$ cat src/hdl/tdp_pkg.sv
package tdp_pkg;

    // Longest line tracked by the byte position counter
    localparam int MAX_LINE = 255;
    localparam int POS_W    = $clog2(MAX_LINE + 1);

    // Character codes
    localparam logic [7:0] CH_LF = 8'h0A;
    localparam logic [7:0] CH_HT = 8'h09;
    localparam logic [7:0] CH_SP = 8'h20;

    // Field limits
    localparam logic [7:0] LABEL_MAX  = 8'd8;
    localparam logic [7:0] TS_LEN     = 8'd13;
    localparam logic [7:0] LEN_SAT    = 8'd255;
    localparam logic [1:0] FIELD_LAST = 2'd3;

    // Field indexes
    localparam logic [1:0] FIELD_LABEL = 2'd0;
    localparam logic [1:0] FIELD_ONE   = 2'd1;
    localparam logic [1:0] FIELD_TWO   = 2'd2;

    // Expected separator counts
    localparam logic [7:0] SEPS_PLAIN = 8'd2;
    localparam logic [7:0] SEPS_TS    = 8'd3;

    // Configuration register map (index = paddr[5:3])
    localparam int PADDR_W = 6;
    localparam logic [2:0] REG_HISTORIC  = 3'd0;
    localparam logic [2:0] REG_WITH_TS   = 3'd1;
    localparam logic [2:0] REG_LABEL     = 3'd2;
    localparam logic [2:0] REG_LABEL_SZ  = 3'd3;
    localparam logic [2:0] REG_DATA_SZ   = 3'd4;

    // Result kinds
    typedef enum logic [1:0] {
        KIND_DATA  = 2'd0,
        KIND_TS    = 2'd1,
        KIND_FINAL = 2'd2
    } kind_t;

    // Verdict codes, smaller code wins
    typedef enum logic [3:0] {
        VERD_OK        = 4'd0,
        VERD_NO_LF     = 4'd1,
        VERD_LABEL_LEN = 4'd2,
        VERD_SEP_COUNT = 4'd3,
        VERD_MISMATCH  = 4'd4,
        VERD_TS_LEN    = 4'd5,
        VERD_SEASON    = 4'd6,
        VERD_DATA_LEN  = 4'd7,
        VERD_BAD_CHAR  = 4'd8
    } verdict_t;

    // Configuration as seen by the datapath
    typedef struct packed {
        logic        historic_mode;
        logic        with_timestamp;
        logic [63:0] expected_label;
        logic [3:0]  label_size;
        logic [6:0]  data_size;
    } cfg_t;

    // Classified byte passed from front to back
    typedef struct packed {
        logic       first;
        logic       last;
        logic       sep;
        logic       lf;
        logic       printable;
        logic       season_ok;
        logic [7:0] chr;
    } tok_t;

endpackage

$ cat src/hdl/tdp_if.sv
interface tdp_in_if;
    logic       valid;
    logic       ready;
    logic [7:0] char_in;
    logic       end_of_set;

    modport source (output valid, output char_in, output end_of_set, input ready);
    modport sink   (input valid, input char_in, input end_of_set, output ready);
endinterface

interface tdp_out_if;
    logic       valid;
    logic       ready;
    logic [1:0] kind;
    logic [7:0] char_out;
    logic [3:0] verdict;
    logic       is_final;

    modport source (output valid, output kind, output char_out, output verdict,
                    output is_final, input ready);
    modport sink   (input valid, input kind, input char_out, input verdict,
                    input is_final, output ready);
endinterface

$ cat src/hdl/tic_dataset_parser_top.sv
// Channel  | Dir | Beat payload                          | Handshake
// dataset  | in  | char_in[7:0], end_of_set              | valid/ready
// report   | out | kind[1:0], char_out[7:0], verdict[3:0], is_final | valid/ready
// apb      | in  | paddr[5:0], pwdata[63:0] -> prdata     | psel/penable, pready=1
//
// One byte per cycle sustained unless report stalls; each byte crosses the
// 2-entry queue and is resolved by the back end, which registers its result.
// The back end updates field state and loads the output register in one step.
// Reset (rst_n low, async) clears the queue, the byte position and all field state.
// A stalled report fills the queue; dataset.ready drops only when it is full.
module tic_dataset_parser_top (
    input  logic                         clk,
    input  logic                         rst_n,
    tdp_in_if.sink                       dataset,
    tdp_out_if.source                    report,
    input  logic                         psel,
    input  logic                         penable,
    input  logic                         pwrite,
    input  logic [tdp_pkg::PADDR_W-1:0]  paddr,
    input  logic [63:0]                  pwdata,
    output logic [63:0]                  prdata,
    output logic                         pready
);

    tdp_pkg::cfg_t cfg;
    tdp_pkg::tok_t front_tok;
    tdp_pkg::tok_t head_tok;
    logic          push;
    logic          q_full;
    logic          q_valid;
    logic          pop;

    tdp_regs u_regs (
        .clk     (clk),
        .rst_n   (rst_n),
        .psel    (psel),
        .penable (penable),
        .pwrite  (pwrite),
        .paddr   (paddr),
        .pwdata  (pwdata),
        .prdata  (prdata),
        .pready  (pready),
        .cfg     (cfg)
    );

    tdp_front u_front (
        .clk     (clk),
        .rst_n   (rst_n),
        .cfg     (cfg),
        .dataset (dataset),
        .q_full  (q_full),
        .push    (push),
        .tok     (front_tok)
    );

    tdp_queue u_queue (
        .clk      (clk),
        .rst_n    (rst_n),
        .push     (push),
        .push_tok (front_tok),
        .full     (q_full),
        .pop      (pop),
        .valid    (q_valid),
        .head     (head_tok)
    );

    tdp_back u_back (
        .clk       (clk),
        .rst_n     (rst_n),
        .cfg       (cfg),
        .tok_valid (q_valid),
        .tok       (head_tok),
        .pop       (pop),
        .report    (report)
    );

endmodule

$ cat src/hdl/tdp_regs.sv
module tdp_regs (
    input  logic                         clk,
    input  logic                         rst_n,
    input  logic                         psel,
    input  logic                         penable,
    input  logic                         pwrite,
    input  logic [tdp_pkg::PADDR_W-1:0]  paddr,
    input  logic [63:0]                  pwdata,
    output logic [63:0]                  prdata,
    output logic                         pready,
    output tdp_pkg::cfg_t                cfg
);

    tdp_pkg::cfg_t cfg_reg;
    logic          wr_en;
    logic [2:0]    reg_idx;

    assign pready  = 1'b1;
    assign wr_en   = psel && penable && pwrite;
    assign reg_idx = paddr[5:3];
    assign cfg     = cfg_reg;

    // Write registers on the access phase
    always_ff @(posedge clk or negedge rst_n)
    begin
        if (!rst_n)
        begin
            cfg_reg.historic_mode  <= 1'b0;
            cfg_reg.with_timestamp <= 1'b0;
            cfg_reg.expected_label <= '0;
            cfg_reg.label_size     <= 4'd1;
            cfg_reg.data_size      <= '0;
        end
        else if (wr_en)
        begin
            case (reg_idx)
                tdp_pkg::REG_HISTORIC: cfg_reg.historic_mode  <= pwdata[0];
                tdp_pkg::REG_WITH_TS:  cfg_reg.with_timestamp <= pwdata[0];
                tdp_pkg::REG_LABEL:    cfg_reg.expected_label <= pwdata;
                tdp_pkg::REG_LABEL_SZ: cfg_reg.label_size     <= pwdata[3:0];
                tdp_pkg::REG_DATA_SZ:  cfg_reg.data_size      <= pwdata[6:0];
                default: ;
            endcase
        end
    end

    // Read back
    always_comb
    begin
        case (reg_idx)
            tdp_pkg::REG_HISTORIC: prdata = {63'd0, cfg_reg.historic_mode};
            tdp_pkg::REG_WITH_TS:  prdata = {63'd0, cfg_reg.with_timestamp};
            tdp_pkg::REG_LABEL:    prdata = cfg_reg.expected_label;
            tdp_pkg::REG_LABEL_SZ: prdata = {60'd0, cfg_reg.label_size};
            tdp_pkg::REG_DATA_SZ:  prdata = {57'd0, cfg_reg.data_size};
            default:               prdata = '0;
        endcase
    end

endmodule

$ cat src/hdl/tdp_front.sv
module tdp_front (
    input  logic             clk,
    input  logic             rst_n,
    input  tdp_pkg::cfg_t    cfg,
    tdp_in_if.sink           dataset,
    input  logic             q_full,
    output logic             push,
    output tdp_pkg::tok_t    tok
);

    logic [tdp_pkg::POS_W-1:0] pos_reg;
    logic [tdp_pkg::POS_W-1:0] pos_next;
    logic [7:0]                sep_char;

    assign dataset.ready = !q_full;
    assign push          = dataset.valid && !q_full;
    assign sep_char      = cfg.historic_mode ? tdp_pkg::CH_SP : tdp_pkg::CH_HT;

    // Classify the byte
    always_comb
    begin
        tok.first     = (pos_reg == '0);
        tok.last      = dataset.end_of_set;
        tok.sep       = (dataset.char_in == sep_char);
        tok.lf        = (dataset.char_in == tdp_pkg::CH_LF);
        tok.printable = dataset.char_in inside {[8'h20:8'h7E]};
        tok.season_ok = dataset.char_in inside {8'h45, 8'h65, 8'h48, 8'h68};
        tok.chr       = dataset.char_in;
    end

    // Advance byte position, saturate, restart after the last byte
    always_comb
    begin
        pos_next = pos_reg;
        if (push)
        begin
            if (dataset.end_of_set)
                pos_next = '0;
            else if (pos_reg < tdp_pkg::POS_W'(tdp_pkg::MAX_LINE))
                pos_next = pos_reg + 1'b1;
        end
    end

    always_ff @(posedge clk or negedge rst_n)
    begin
        if (!rst_n)
            pos_reg <= '0;
        else
            pos_reg <= pos_next;
    end

endmodule

$ cat src/hdl/tdp_queue.sv
module tdp_queue (
    input  logic             clk,
    input  logic             rst_n,
    input  logic             push,
    input  tdp_pkg::tok_t    push_tok,
    output logic             full,
    input  logic             pop,
    output logic             valid,
    output tdp_pkg::tok_t    head
);

    tdp_pkg::tok_t mem_reg [2];
    logic          wr_ptr_reg;
    logic          rd_ptr_reg;
    logic [1:0]    count_reg;

    assign full  = (count_reg == 2'd2);
    assign valid = (count_reg != 2'd0);
    assign head  = mem_reg[rd_ptr_reg];

    // Store entries
    always_ff @(posedge clk)
    begin
        if (push)
            mem_reg[wr_ptr_reg] <= push_tok;
    end

    // Track pointers and fill level
    always_ff @(posedge clk or negedge rst_n)
    begin
        if (!rst_n)
        begin
            wr_ptr_reg <= 1'b0;
            rd_ptr_reg <= 1'b0;
            count_reg  <= 2'd0;
        end
        else
        begin
            if (push)
                wr_ptr_reg <= !wr_ptr_reg;
            if (pop)
                rd_ptr_reg <= !rd_ptr_reg;
            if (push && !pop)
                count_reg <= count_reg + 2'd1;
            else if (pop && !push)
                count_reg <= count_reg - 2'd1;
        end
    end

endmodule

$ cat src/hdl/tdp_back.sv
module tdp_back (
    input  logic             clk,
    input  logic             rst_n,
    input  tdp_pkg::cfg_t    cfg,
    input  logic             tok_valid,
    input  tdp_pkg::tok_t    tok,
    output logic             pop,
    tdp_out_if.source        report
);

    // Parse state
    logic [1:0] fi_reg,   fi_next;
    logic [7:0] len_reg,  len_next;
    logic [7:0] seps_reg, seps_next;
    logic       err1_reg, err1_next;
    logic       err2_reg, err2_next;
    logic       err5_reg, err5_next;
    logic       err7_reg, err7_next;
    logic       mism_reg, mism_next;
    logic       seas_reg, seas_next;
    logic       nprt_reg, nprt_next;

    // Output register
    logic                  out_valid_reg;
    tdp_pkg::kind_t        kind_reg,    kind_next;
    logic [7:0]            char_reg,    char_next;
    tdp_pkg::verdict_t     verdict_reg, verdict_next;
    logic                  final_reg,   final_next;
    logic                  emit;

    logic [1:0] data_field;
    logic [7:0] seps_want;
    logic [7:0] exp_char;
    logic       in_ts;

    assign pop        = tok_valid && (!out_valid_reg || report.ready);
    assign data_field = cfg.with_timestamp ? tdp_pkg::FIELD_TWO : tdp_pkg::FIELD_ONE;
    assign seps_want  = cfg.with_timestamp ? tdp_pkg::SEPS_TS : tdp_pkg::SEPS_PLAIN;
    assign exp_char   = cfg.expected_label[{len_reg[2:0], 3'b000} +: 8];
    assign in_ts      = cfg.with_timestamp && (fi_reg == tdp_pkg::FIELD_ONE);

    // Update fields and build the result for one byte
    always_comb
    begin
        fi_next      = fi_reg;
        len_next     = len_reg;
        seps_next    = seps_reg;
        err1_next    = err1_reg;
        err2_next    = err2_reg;
        err5_next    = err5_reg;
        err7_next    = err7_reg;
        mism_next    = mism_reg;
        seas_next    = seas_reg;
        nprt_next    = nprt_reg;
        emit         = 1'b0;
        kind_next    = kind_reg;
        char_next    = char_reg;
        verdict_next = verdict_reg;
        final_next   = final_reg;

        if (tok.first)
        begin
            if (!tok.lf)
                err1_next = 1'b1;
        end
        else if (tok.sep)
        begin
            // Close the current field
            if (fi_reg == tdp_pkg::FIELD_LABEL)
            begin
                if (len_reg == 8'd0 || len_reg > tdp_pkg::LABEL_MAX)
                    err2_next = 1'b1;
                if (len_reg != {4'd0, cfg.label_size})
                    mism_next = 1'b1;
            end
            else if (in_ts)
            begin
                if (len_reg != tdp_pkg::TS_LEN)
                    err5_next = 1'b1;
            end
            else if (fi_reg == data_field)
            begin
                if (len_reg != {1'b0, cfg.data_size})
                    err7_next = 1'b1;
            end
            if (seps_reg != tdp_pkg::LEN_SAT)
                seps_next = seps_reg + 8'd1;
            if (fi_reg != tdp_pkg::FIELD_LAST)
                fi_next = fi_reg + 2'd1;
            len_next = 8'd0;
        end
        else
        begin
            if (fi_reg == tdp_pkg::FIELD_LABEL)
            begin
                if (len_reg < tdp_pkg::LABEL_MAX && exp_char != tok.chr)
                    mism_next = 1'b1;
            end
            else if (in_ts)
            begin
                if (len_reg == 8'd0 && !tok.season_ok)
                    seas_next = 1'b1;
                if (!tok.last)
                begin
                    emit      = 1'b1;
                    kind_next = tdp_pkg::KIND_TS;
                end
            end
            else if (fi_reg == data_field)
            begin
                if (!tok.printable)
                    nprt_next = 1'b1;
                if (!tok.last)
                begin
                    emit      = 1'b1;
                    kind_next = tdp_pkg::KIND_DATA;
                end
            end
            if (len_reg != tdp_pkg::LEN_SAT)
                len_next = len_reg + 8'd1;
        end

        if (emit)
        begin
            char_next    = tok.chr;
            verdict_next = tdp_pkg::VERD_OK;
            final_next   = 1'b0;
        end

        // Close the dataset: lowest code wins
        if (tok.last)
        begin
            verdict_next = tdp_pkg::VERD_OK;
            if (nprt_next)
                verdict_next = tdp_pkg::VERD_BAD_CHAR;
            if (err7_next)
                verdict_next = tdp_pkg::VERD_DATA_LEN;
            if (seas_next)
                verdict_next = tdp_pkg::VERD_SEASON;
            if (err5_next)
                verdict_next = tdp_pkg::VERD_TS_LEN;
            if (mism_next)
                verdict_next = tdp_pkg::VERD_MISMATCH;
            if (seps_next != seps_want)
                verdict_next = tdp_pkg::VERD_SEP_COUNT;
            if (err2_next || fi_next == tdp_pkg::FIELD_LABEL)
                verdict_next = tdp_pkg::VERD_LABEL_LEN;
            if (err1_next)
                verdict_next = tdp_pkg::VERD_NO_LF;
            emit       = 1'b1;
            kind_next  = tdp_pkg::KIND_FINAL;
            char_next  = 8'd0;
            final_next = 1'b1;
            fi_next    = tdp_pkg::FIELD_LABEL;
            len_next   = 8'd0;
            seps_next  = 8'd0;
            err1_next  = 1'b0;
            err2_next  = 1'b0;
            err5_next  = 1'b0;
            err7_next  = 1'b0;
            mism_next  = 1'b0;
            seas_next  = 1'b0;
            nprt_next  = 1'b0;
        end
    end

    // Hold parse state
    always_ff @(posedge clk or negedge rst_n)
    begin
        if (!rst_n)
        begin
            fi_reg   <= tdp_pkg::FIELD_LABEL;
            len_reg  <= 8'd0;
            seps_reg <= 8'd0;
            err1_reg <= 1'b0;
            err2_reg <= 1'b0;
            err5_reg <= 1'b0;
            err7_reg <= 1'b0;
            mism_reg <= 1'b0;
            seas_reg <= 1'b0;
            nprt_reg <= 1'b0;
        end
        else if (pop)
        begin
            fi_reg   <= fi_next;
            len_reg  <= len_next;
            seps_reg <= seps_next;
            err1_reg <= err1_next;
            err2_reg <= err2_next;
            err5_reg <= err5_next;
            err7_reg <= err7_next;
            mism_reg <= mism_next;
            seas_reg <= seas_next;
            nprt_reg <= nprt_next;
        end
    end

    // Output beat valid
    always_ff @(posedge clk or negedge rst_n)
    begin
        if (!rst_n)
            out_valid_reg <= 1'b0;
        else if (pop)
            out_valid_reg <= emit;
        else if (report.ready)
            out_valid_reg <= 1'b0;
    end

    // Output beat payload
    always_ff @(posedge clk)
    begin
        if (pop && emit)
        begin
            kind_reg    <= kind_next;
            char_reg    <= char_next;
            verdict_reg <= verdict_next;
            final_reg   <= final_next;
        end
    end

    assign report.valid    = out_valid_reg;
    assign report.kind     = kind_reg;
    assign report.char_out = char_reg;
    assign report.verdict  = verdict_reg;
    assign report.is_final = final_reg;

endmodule
$ cat src/flat_wrapper.sv
// flat-port wrapper written by rule: the top's interface ports become plain ports
module tic_dataset_parser_top_flat 
  (clk, rst_n, psel, penable, pwrite, paddr, pwdata, prdata, pready, dataset_valid, dataset_char_in, dataset_end_of_set, dataset_ready, report_valid, report_kind, report_char_out, report_verdict, report_is_final, report_ready);
  tdp_in_if dataset_i ();
  tdp_out_if report_i ();
  input  logic clk;
  input  logic rst_n;
  input  logic psel;
  input  logic penable;
  input  logic pwrite;
  input  logic [tdp_pkg::PADDR_W-1:0] paddr;
  input  logic [63:0] pwdata;
  output logic [63:0] prdata;
  output logic pready;
  input wire logic [$bits(dataset_i.valid)-1:0] dataset_valid;
  input wire logic [$bits(dataset_i.char_in)-1:0] dataset_char_in;
  input wire logic [$bits(dataset_i.end_of_set)-1:0] dataset_end_of_set;
  output wire logic [$bits(dataset_i.ready)-1:0] dataset_ready;
  output wire logic [$bits(report_i.valid)-1:0] report_valid;
  output wire logic [$bits(report_i.kind)-1:0] report_kind;
  output wire logic [$bits(report_i.char_out)-1:0] report_char_out;
  output wire logic [$bits(report_i.verdict)-1:0] report_verdict;
  output wire logic [$bits(report_i.is_final)-1:0] report_is_final;
  input wire logic [$bits(report_i.ready)-1:0] report_ready;
  assign dataset_i.valid = dataset_valid;
  assign dataset_i.char_in = dataset_char_in;
  assign dataset_i.end_of_set = dataset_end_of_set;
  assign dataset_ready = dataset_i.ready;
  assign report_valid = report_i.valid;
  assign report_kind = report_i.kind;
  assign report_char_out = report_i.char_out;
  assign report_verdict = report_i.verdict;
  assign report_is_final = report_i.is_final;
  assign report_i.ready = report_ready;
  tic_dataset_parser_top u_core (.clk(clk), .rst_n(rst_n), .dataset(dataset_i), .report(report_i), .psel(psel), .penable(penable), .pwrite(pwrite), .paddr(paddr), .pwdata(pwdata), .prdata(prdata), .pready(pready));
endmodule
$ cat config.mk
export PLATFORM = sky130hd
export DESIGN_NAME = tic_dataset_parser_top_flat
export DESIGN_NICKNAME = d
export VERILOG_FILES = /design/src/hdl/tdp_pkg.sv /design/src/hdl/tdp_if.sv /design/src/hdl/tic_dataset_parser_top.sv /design/src/hdl/tdp_regs.sv /design/src/hdl/tdp_front.sv /design/src/hdl/tdp_queue.sv /design/src/hdl/tdp_back.sv /design/src/flat_wrapper.sv
export SDC_FILE = /design/constraint.sdc
export NUM_CORES = 1
export LEC_CHECK = 0
export BUFFER_PORTS_ARGS = -buffer_cell sky130_fd_sc_hd__buf_4
export CORE_ASPECT_RATIO = 0.5
export CORE_MARGIN = 8
export CORE_UTILIZATION = 60
export DETAILED_ROUTE_END_ITERATION = 10
export GPL_TIMING_DRIVEN = 1
export PLACE_DENSITY_LB_ADDON = 0.25
export SLEW_MARGIN = 5
export SYNTH_ARGS = -nofsm -noshare
export SYNTH_HDL_FRONTEND = slang
export SYNTH_HIERARCHICAL = 1
export SYNTH_SLANG_ARGS = --single-unit
$ cat constraint.sdc
create_clock -name clk -period 4.95 [get_ports clk]
set_input_delay 0.495 -clock clk [delete_from_list [all_inputs] [get_ports clk]]
set_output_delay 0.495 -clock clk [all_outputs]
set_load 0.02 [all_outputs]
# ---- Yosys cells after proc, flatten, opt, wreduce, memory -nomap -nowiden
# Memory sizes are Yosys's and may differ from the RTL's.
# Index checks and enable logic that the tools add are counted.
dict set report classes {
  n_addsub 6
  magnitude_cmp 5
  n_eq_ne 24
  shift 1
  n_mux 89
  n_reduce_logical 43
}
# op n
set ops {}
lappend ops {{$pmux 64 s5} 1}
lappend ops {{$mux 8} 11}
lappend ops {{$shiftx 64x7->8} 1}
lappend ops {{$mux 1} 54}
lappend ops {{$mux 4} 10}
lappend ops {{$eq 8x7->1 const B} 4}
lappend ops {{$add 8x1->8 const B} 3}
lappend ops {{$mux 2} 12}
lappend ops {{$logic_not 8->1} 2}
lappend ops {{$ne 8x8->1 const B} 2}
lappend ops {{$reduce_and 2->1} 7}
lappend ops {{$logic_and 1x1->1} 11}
lappend ops {{$reduce_bool 2->1} 5}
lappend ops {{$eq 8x4->1 const B} 1}
lappend ops {{$eq 8x6->1} 1}
lappend ops {{$ge 8x6->1 const B} 1}
lappend ops {{$gt 8x4->1 const B} 1}
lappend ops {{$le 8x7->1 const B} 1}
lappend ops {{$lt 8x4->1 const B} 1}
lappend ops {{$lt 8x8->1 const B} 1}
lappend ops {{$ne 2x2->1 const B} 4}
lappend ops {{$ne 8x2->1} 1}
lappend ops {{$ne 8x4->1} 1}
lappend ops {{$ne 8x4->1 const B} 1}
lappend ops {{other kinds (19)} 31}
dict set report totals {
  register_bits 130
  ramBits 28
  in_bits 86
  elab_cells 193
  n_memories 1
}
# memory depth word_bits read_ports rd_clocked_by_memory_dff write_ports line
set mem_list {}
lappend mem_list {u_core.u_queue.mem_reg 2 14 1 0 1 tdp_queue.sv:12} ;# tdp_pkg::tok_t mem_reg [2];

# ---- Longest topological paths before layout
# Gate-level depths: netlist (run 1).
dict set report depth {
  ltp_word 16
  ltp_mapped 11
  depth_no_buf 8
}

# ---- Cells and area by module
# Netlist (run 1), hierarchy kept.
# module instances cells_each area_per_inst_um2 seq_area_each_um2
set by_module_without_submodules {}
lappend by_module_without_submodules {tdp_regs 1 262 3504.6 1928.1}
lappend by_module_without_submodules {tdp_back 1 289 2966.6 1101.1}
lappend by_module_without_submodules {tdp_queue 1 60 1252.5 940.9}
lappend by_module_without_submodules {tdp_front 1 79 700.7 200.2}

# ---- Worst setup path after synthesis (run 1)
# No wires, ideal clock.
dict set report synth_path {
  kind {reg2reg}
  start {register u_core.u_queue.rd_ptr_reg}
  end {register u_core.u_back.verdict_reg[3], in the netlist u_core/u_back/report.verdict[3] (data pin)}
  setup_time_ns 0.176
  arrival_ns 2.433
  path_slack_ns 2.341
  stages_incl_launch_ff 12
  path_buffers 3
  cell_sequence {dfrtp_1 > buf_6 > mux2_2 > buf_6 > nand2b_4 > buf_6 > a2111oi_4 > a21oi_1 > a2111o_1 > a211oi_2 > o211ai_1 > nor4_1}
}
# element line
set synth_rtl {}
lappend synth_rtl {{from (decl)} tdp_queue.sv:14} ;# logic rd_ptr_reg;
lappend synth_rtl {{from (signal assigned)} tdp_queue.sv:42} ;# rd_ptr_reg <= !rd_ptr_reg;
lappend synth_rtl {{to (signal assigned)} tdp_back.sv:216} ;# verdict_reg <= verdict_next;
lappend synth_rtl {{to (decl)} tdp_back.sv:27} ;# tdp_pkg::verdict_t verdict_reg, verdict_next;

# ---- Final worst setup path (run 1)
dict set report layout_path {
  start {register u_core.u_back.len_reg[0]}
  end {register u_core.u_back.verdict_reg[2], in the netlist u_core/u_back/report.verdict[2] (data pin)}
}
dict set report layout_via {
  elab_chain_len 15
  elab_cells_between_ends 46
  classes_between {order compare (2); eq/ne (4); shift (1); mux (34); reduce/logical (5)}
}
# element line
set layout_rtl {}
lappend layout_rtl {{from (decl)} tdp_back.sv:13} ;# logic [7:0] len_reg, len_next;
lappend layout_rtl {{from (signal assigned)} tdp_back.sv:186} ;# len_reg <= len_next;
lappend layout_rtl {{parallel branches: the longest is 12 deep, another holds $shiftx 64x7->8} n/a}
lappend layout_rtl {{$mux 4 *} tdp_back.sv:146} ;# if (err2_next || fi_next == tdp_pkg::FIELD_LABEL)
lappend layout_rtl {{$mux 4 *} tdp_back.sv:148} ;# if (err1_next)
lappend layout_rtl {{$mux 4 *} tdp_back.sv:131} ;# if (tok.last)
# Mark *: on every way between the ends.
# A chain may end at the register's enable or synchronous reset.

==> summary.md, run 1 <==
| Metric | Value |
|---|---|
| Std-Cell Rows | 30 |
| P_int | 3.17 mW |
| Final nets | 921 |
| Top cell type's share of synthesized area | about a third |
| Skew final | 0.0103 ns |
| Post-CTS Hold Fix Bufs | 0 |
| Worst-path fanout max | 19 |
| Slew Viols, Final | 0 |
| Synth async-reset ratio | 72.8% |
| Syn Inst Count | around 700 |
| Die Ht | 99.8 um |
| Total track usage | 23.5% |
| Post-synth EDFFs | 43 |
| Syn. warnings | 6 |
| Number of max-cap violations | 0 |
| Via Count | 6318 |
| Highest Clock Rate | 296 MHz |
| Crit path largest cell delay | 1.02 ns |
| Vias/cell | around 6 |
| Power density over the cells | 477 mW/mm^2 |
| Top post-synthesis cells by area | dfrtp_1, edfxtp_1, mux2_2, and3_1, mux4_2 |
| Combinational power share | 32.6% |
| Met3 Track Usage GR | 7.46% |
| Crit path capture type | flop |
| RSZ-0062 raised after global routing | no |
| DRT Wirelength | 21500 um |
| Port bufs | between 150 and 200 |
| Synthesized Nets | between 700 and 800 |
| Most frequent cells in the layout | buf_4, dfrtp_1, mux2_2 |
| Root Driver | clkbuf_16 |
| Setup bufs post-CTS | 0 |
| Worst slack, placed | 1.60 ns |
| Drt wl/cell | 20.8 um |
| Clk pin slew, worst setup/hold paths | 0.07 ns |
| Post-route setup TNS | 0 ns |
| Post-CTS Resized | 0 |
| Initial DRC Count | 538 |
| Most used routing layer | met2 |
| Vias in the first global route | roughly 6500 |
| Crit path time final | 3.38 ns |
| I/O pin count | roughly 170 |
| Worst slew pin tran | 1.13 ns |
| Clock Latency Late Sink | 0.41 ns |
| Initial antenna violation count | 0 |
| Layout area overhead | 21.1% |
| Grt ovf | 0 |
| CTS tree | yes |
| Post-Syn Area per Cell | 12.2 um^2 |
| Switching share of total power | 34.9% |
| Fill cell count | 876 |
| Max reg flops | 77 |
| Tot Pwr | 4.87 mW |
| Slowest cell on crit path | dfrtp_1 |
| Max clock buf depth | 2 |
| First-pass GRT wire length | roughly 34000 um |
| # setup viols final | 0 |
| Status | completed |
| Sequential group share of total power | slightly above 40% |
| Synth cell types | 81 |
| Flop and latch count out of synthesis | 158 |
| Most common cell after layout, fill and taps aside | buf_4 |
| Yosys top cell by area | dfrtp_1 |
| Final Util | between 70 and 80% |
| H-tree Lvls | 4 |
| Leak pwr | 4.69 nW |
| Fraction of the yosys area taken by sequential cells | 49.5% |
| Clock network power share | 26.7% |
| Max VDD drop | 0.000301 V |
| Worst EP arrival | about 3.5 ns |
| Ys flop type | dfrtp_1 |
| N_diodes | 0 |
| Sw power | 1.70 mW |
| Final GP Congestion | ~0.90 |
| Die Footprint | 0.0183 mm^2 |
| Critical path required time | 5.11 ns |
| Setup ws final | between 1.5 and 2 ns |
| Layout cell share with drive strength beyond 1 | 39.4% |
| Critical path class | flop to flop |
| Worst slew margin | 24.6% |
| Num CTS Buffers | 17 |
| Worst min path class | input port to asynchronous set/reset pin |
| Die width | 184 um |
| CTS Sinks | 158 |
| DRC | 0 |
| Delay-heaviest family, CP | flip-flops |
| First-pass iteration count of the detailed router | 5 |
| Crit path cell chain | buf_4, mux4_2, mux2i_1, xor2_1, nand4_1, o211ai_2, nand2_2, o311a_1 |
| Met2 Use GR | 37.3% |
| Placed wire-length estimate | between 15000 and 20000 um |
| Met1 Use GR | 30.6% |
| Core outline area | 0.0136 mm^2 |
| Largest net degree at the start of global routing | 79 |
| Final Hold Vio Count | 0 |
| Mapped cell area | about 0.0084 mm^2 |
| Tcrit/Tclk final | roughly 68% |
| Initial Utilization | 61.8% |
| Worst setup SP type | flop |
| Buffers and inverters on the worst path | 1 |
| Detail Route Antenna Nets | 0 |
## stage by stage
stage          instance area, um^2  hold slack [ns]  instances
6_report                     10200            0.240       1033
5_1_grt                      10200            0.274       1033
4_1_cts                      10200            0.270       1033
3_5_place_dp                  9610            0.477       1001
3_3_place_gp                  9610            0.465       1001
2_1_floorplan                 8420            0.199        690
## synthesized netlist by cell type, types with 3 or more instances
cell type and instances:
a21oi_1 22, nand3b_1 4, dfrtp_1 114, o21ai_0 23, nor4_1 10, edfxtp_1 43, clkbuf_1 25, mux2_4 9
xor2_1 27, nand2b_1 5, buf_4 10, nand3_1 11, ha_1 7, a22oi_1 3, buf_6 11, mux2_2 83
buf_2 3, nor3_1 11, o31ai_1 3, nand2_1 26, nor4b_1 4, nor2_1 27, o21ai_1 3, inv_1 15
mux4_2 14, mux2i_1 12, nor2b_1 17, nand4_1 9, or2_2 3, and3_1 60, a31oi_1 8
## power by group through the flow
stage | combinational (mW) | sequential (mW) | clock, mW
global route | 1.72 | 2.03 | 1.36
CTS | 1.58 | 1.99 | 1.31
floorplan | 1.14 | 1.95 | 0
finish | 1.59 | 1.98 | 1.30
global placement | 1.52 | 1.99 | 0
detailed placement | 1.57 | 2.01 | 0
## logic make-up (layout without fill, tap and decap cells)
group	Yosys count	after routing	synth area share, %
other	1	1	0.0445
and+or+nand+nor	210	210	15.0
adders and majority gates	7	7	1.04
DFF	158	158	49.5
buffers and inverters	68	219	4.89
muxes	120	120	18.5
AOI/OAI and AO/OA	97	97	8.02
xor gates and xnor gates	29	29	3.02
## final timing paths
check / startpoint / to / slack, ns / cells past startpoint
setup reg to reg: u_core/u_back/len_reg[0] / u_core/u_back/report.verdict[2] / 1.57 / 8
hold / removal: rst_n / u_core/u_regs/cfg[56] / 0.24 / 1
hold reg to reg: u_core/u_queue/count_reg[1] / u_core/u_queue/count_reg[1] / 0.49 / 1
setup / recovery: u_core/u_back/len_reg[0] / u_core/u_back/report.verdict[2] / 1.57 / 8
max in group asynchronous: rst_n / u_core/u_queue/count_reg[1] / 3.60 / 2
min in group clk: dataset_char_in[1] / u_core/u_queue/mem_reg[1][1] / 0.29 / 1
## metal layers
layer,part of all wire [%],up-vias
met5,0,-
met1,42,3184
met4,1.3,0
met3,9.1,24
li1,-,2849
met2,47,261
## final cells by class
type,instances,area (um^2),area share (%)
Clock buffer,20,468,4.59
Clock inverter,12,124,1.21
Inverter,15,56.3,0.552
Multi-Input combinational cell,464,3850,37.7
Sequential cell,158,4170,40.9
Tap cell,192,240,2.36
Timing Repair Buffer,172,1290,12.7
(Power assumes the default switching activity.)
==> run 2, diff against run 1 <==
Settings changed: CORE_UTILIZATION 60 to 56.
Clock period 4.95 ns to 3.47 ns, I/O delays scaled along.
==> summary.md, run 2 (synthesis gave the netlist of run 1 again) <==
| Metric | Value |
|---|---|
| Status | completed |
| Final GP Congestion | 0.895 |
| Clock Latency Late Sink | around 0.41 ns |
| Top sig layer | met4 |
| Number of max-cap violations | 0 |
| Layout area overhead | 22.1% |
| Layout cell share with drive strength beyond 1 | around 40% |
| Tot Pwr | 7.05 mW |
| Worst min path class | input port to asynchronous set/reset pin |
| Crit path time final | a little under 3 ns |
| Slowest cell on crit path | dfrtp_1 |
| Critical path required time | 3.69 ns |
| CTS tree | yes |
| Drt wl/cell | 20.8 um |
| N_diodes | 0 |
| Grt ovf | 0 |
| Max reg flops | 77 |
| Final Hold Vio Count | 0 |
| Clk pin slew, worst setup/hold paths | roughly 0.070 ns |
| First-pass GRT wire length | 34500 um |
| Reg-to-Reg Start | u_core/u_queue/rd_ptr_reg |
| Die width | around 190 um |
| Worst slew margin | 33.4% |
| Max clock buf depth | 2 |
| Final Cell Area | slightly above 0.01 mm^2 |
| Slew Viols, Final | 0 |
| Total track usage | approximately 22% |
| Metal3 WL | 1540 um |
| Worst-path fanout max | 8 |
| Num CTS Buffers | 17 |
| Met2 routed WL | about 10000 um |
| CTS Sinks | 158 |
| Max VDD drop | about 0.00035 V |
| Core outline area | 0.0146 mm^2 |
| Die Footprint | 0.0195 mm^2 |
| Vias in the first global route | 6538 |
| Post-place instance area | 0.00970 mm^2 |
| Setup ws final | 0.498 ns |
| DRT Wirelength | 21800 um |
| Crit path largest cell delay | 0.54 ns |
| Root Driver | clkbuf_16 |
| Highest Clock Rate | 337 MHz |
| RSZ-0062 raised after global routing | no |
| Most common cell after layout, fill and taps aside | buf_4 |
| DRC | 0 |
| Leak pwr | 4.75 nW |
| Crit path cell chain | mux2_2, and4b_1, and4_4, or2_0, a2111o_1, a211oi_2, o211ai_1, nor4_1 |
| Buffers and inverters on the worst path | 0 |
| Port bufs | 163 |
| Post-CTS Resized | 0 |
| Worst EP arrival | 3.20 ns |
| Critical path class | flop to flop |
| Worst setup SP type | flop |
| Placed wire-length estimate | 15200 um |
| Final nets | a little over 900 |
| Crit path capture type | flop |
| Initial DRC Count | approximately 670 |
| # setup viols final | 0 |
| Via Count | 6277 |
| H-tree Lvls | 4 |
| Fill cell count | between 1000 and 1500 |
| Worst slew pin tran | 0.997 ns |
| Skew final | a little under 0.01 ns |
| Detail Route Antenna Nets | 0 |
| Post-CTS Hold Fix Bufs | 0 |
| Std-Cell Rows | 31 |
| Power density over the cells | 686 mW/mm^2 |
| Wire length on met1 | 9600 um |
| Most frequent cells in the layout | buf_4, dfrtp_1, mux2_2 |
| I/O pin count | 168 |
| Die Ht | between 100 and 150 um |
| Multi-input logic area | 0.00385 mm^2 |
| Post-route setup TNS | 0 ns |
| Delay-heaviest family, CP | compound AO/OA/AOI/OAI gates |
| Tcrit/Tclk final | 85.6% |
| Vias/cell | 5.99 |
| First-pass iteration count of the detailed router | 5 |
| Initial antenna violation count | 0 |
| Setup bufs post-CTS | 0 |
| Initial Utilization | 57.8% |
| Setup crit start | u_core/u_queue/rd_ptr_reg |
| Largest net degree at the start of global routing | 72 |
| Worst slack, placed | between 0.5 and 0.6 ns |
| Reg area | 0.00417 mm^2 |
## run 2: cell type report
type,count,share of cell area (%)
clock buffer,17,4.13
clock inverter,15,1.63
timing repair buffer,181,13.3
inverter,15,0.547
multi-input combinational,464,37.4
sequential,158,40.5
tap,198,2.41
## run 2: per-stage QoR
step           util, %  std cells  hold slack (ns)
5_1_grt           70.5       1048            0.129
6_report          70.5       1048           0.0511
3_5_place_dp      66.5       1016            0.465
4_1_cts           70.5       1048           0.0911
2_1_floorplan        -        690           0.0514
3_3_place_gp      66.5       1016            0.465
## run 2: final timing paths
check / end / depth (start not counted) / slack [ns]
max in group asynchronous: u_core/u_regs/cfg[7] / 2 / 2.56
setup reg to reg: u_core/u_back/report.verdict[3] / 8 / 0.50
hold / removal: u_core/u_regs/cfg[42] / 1 / 0.05
hold reg to reg: u_core/u_queue/count_reg[1] / 1 / 0.48
min in group clk: u_core/u_queue/mem_reg[0][1] / 1 / 0.15
setup / recovery: u_core/u_back/report.verdict[3] / 8 / 0.50
## run 2: metal layers
metal | vias to the layer above | global-route usage (%)
li1 | 2862 | -
met1 | 3142 | 28.7
met2 | 251 | 37.7
met3 | 22 | 5.27
met4 | 0 | 6.27
met5 | - | 0
## run 2: power by group
group	switching, mW	internal [mW]	total [mW]
clock network	0.846	1.03	1.87
logic	1.34	1.08	2.42
registers	0.341	2.42	2.76
total	2.53	4.52	7.05
==> run 3, diff against run 2 <==
Settings changed: RECOVER_POWER set to 25.
==> summary.md, run 3 (synthesis gave the netlist of run 1 again) <==
| Metric | Value |
|---|---|
| Worst slew margin | -17.5% |
| Worst-path fanout max | 8 |
| CTS tree | yes |
| Most frequent cells in the layout | buf_4, dfrtp_1, mux2_2 |
| CTS Sinks | 158 |
| H-tree Lvls | 4 |
| First-pass GRT wire length | roughly 35000 um |
| Post-route setup TNS | 0 ns |
| Max reg flops | 77 |
| Layout area overhead | 21.5% |
| Placed wire-length estimate | 15200 um |
| Crit path largest cell delay | 0.54 ns |
| Critical Path Stages | 8 |
| Max VDD drop | about 0.00035 V |
| Worst Reg-to-Reg Cells | 8 |
| Clock Latency Late Sink | 0.42 ns |
| Post-CTS Hold Fix Bufs | 0 |
| Tot Pwr | 7.04 mW |
| Vias in the first global route | roughly 6500 |
| # setup viols final | 0 |
| Worst min path class | input port to flop |
| Final Cell Area | roughly 0.010 mm^2 |
| RSZ-0062 raised after global routing | no |
| Post-place instance area | approximately 0.0097 mm^2 |
| First-pass iteration count of the detailed router | 6 |
| Crit path capture type | flop |
| N_diodes | 0 |
| Worst slack, placed | 0.590 ns |
| Skew final | about 0.012 ns |
| Die Footprint | 0.0195 mm^2 |
| Initial DRC Count | between 600 and 700 |
| Slew Viols, Final | just over 70 |
| DRC | 0 |
| Leak pwr | 4.71 nW |
| Die Ht | 103 um |
| Num CTS Buffers | 17 |
| Initial Utilization | between 50% and 60% |
| Detail Route Antenna Nets | 0 |
| Critical path required time | 3.69 ns |
| Max clock buf depth | 2 |
| Port bufs | 163 |
| Tcrit/Tclk final | 85.8% |
| Clk pin slew, worst setup/hold paths | 0.07 ns |
| Via Count | 6294 |
| Layout cell share with drive strength beyond 1 | 39.1% |
| Grt ovf | 0 |
| Core outline area | 0.0146 mm^2 |
| Setup bufs post-CTS | 0 |
| Final Hold Vio Count | 0 |
| Most common cell after layout, fill and taps aside | buf_4 |
| Total track usage | ~22% |
| Vias/cell | around 6.0 |
| Power density over the cells | 688 mW/mm^2 |
| Highest Clock Rate | approximately 340 MHz |
| Non-filler instance count after layout | ~1000 |
| Failing checks | max-capacitance violations, max-slew violations |
| Largest net degree at the start of global routing | slightly above 70 |
| Worst EP arrival | 3.20 ns |
| Worst setup SP type | flop |
| Root Driver | clkbuf_16 |
| Post-CTS Resized | 0 |
| Worst slew pin tran | between 1.5 and 2 ns |
| Final nets | 930 |
| Std-Cell Rows | 31 |
| Final GP Congestion | 0.895 |
| DRT Wirelength | 21700 um |
| I/O pin count | 168 |
| Crit path time final | slightly below 3 ns |
| Die width | between 150 and 200 um |
| Drt wl/cell | ~21 um |
| Crit path cell chain | mux2_2, and4b_1, and4_4, or2_0, a2111o_1, a211oi_2, o211ai_1, nor4_1 |
| Setup ws final | 0.494 ns |
| Number of max-cap violations | 1 |
| Placed cell count | 1016 |
| Delay-heaviest family, CP | compound AO/OA/AOI/OAI gates |
| Buffers and inverters on the worst path | 0 |
| Critical path class | flop to flop |
| Status | finished, violations left |
| Worst hold path depth | 2 |
| Initial antenna violation count | 0 |
| Slowest cell on crit path | dfrtp_1 |
-- run 3: metrics by stage --
step | utilization (%) | hold WS, ns
3_5_place_dp | 66.5 | 0.465
3_3_place_gp | 66.5 | 0.465
2_1_floorplan | - | 0.0514
5_1_grt | 70.2 | 0.145
6_report | 70.2 | 0.158
4_1_cts | 70.5 | 0.0911
-- run 3: final timing paths --
| check | from | endpoint | slack [ns] |
|---|---|---|---|
| min in group asynchronous | rst_n | u_core/u_regs/cfg[23] | 0.39 |
| max in group asynchronous | rst_n | u_core/u_back/err2_reg | 1.03 |
| min reg2reg | u_core/u_queue/count_reg[1] | u_core/u_queue/count_reg[1] | 0.48 |
| min | pwdata[15] | u_core/u_regs/cfg[26] | 0.16 |
| max reg2reg | u_core/u_queue/rd_ptr_reg | u_core/u_back/report.verdict[3] | 0.49 |
| max | u_core/u_queue/rd_ptr_reg | u_core/u_back/report.verdict[3] | 0.49 |
-- run 3: per-layer routing --
layer	track usage, %	routed length, um
met5	0	0
met4	6.27	257
met3	5.27	1590
met1	28.7	9440
met2	37.7	10400
-- run 3: power by group --
part | switching, mW | internal (mW) | total (mW)
Sequential | 0.339 | 2.42 | 2.76
Clock | 0.846 | 1.03 | 1.87
Combinational | 1.34 | 1.07 | 2.41
Total | 2.53 | 4.52 | 7.04
-- run 3: area by class of cell --
| cell class | instances | area (um^2) |
|---|---|---|
| clock buffer | 17 | 425 |
| inverter | 15 | 56.3 |
| tap | 198 | 248 |
| fill | 1081 | 4350 |
| multi-input combinational | 464 | 3850 |
| timing repair buffer | 181 | 1320 |
| clock inverter | 15 | 168 |
| sequential | 158 | 4170 |
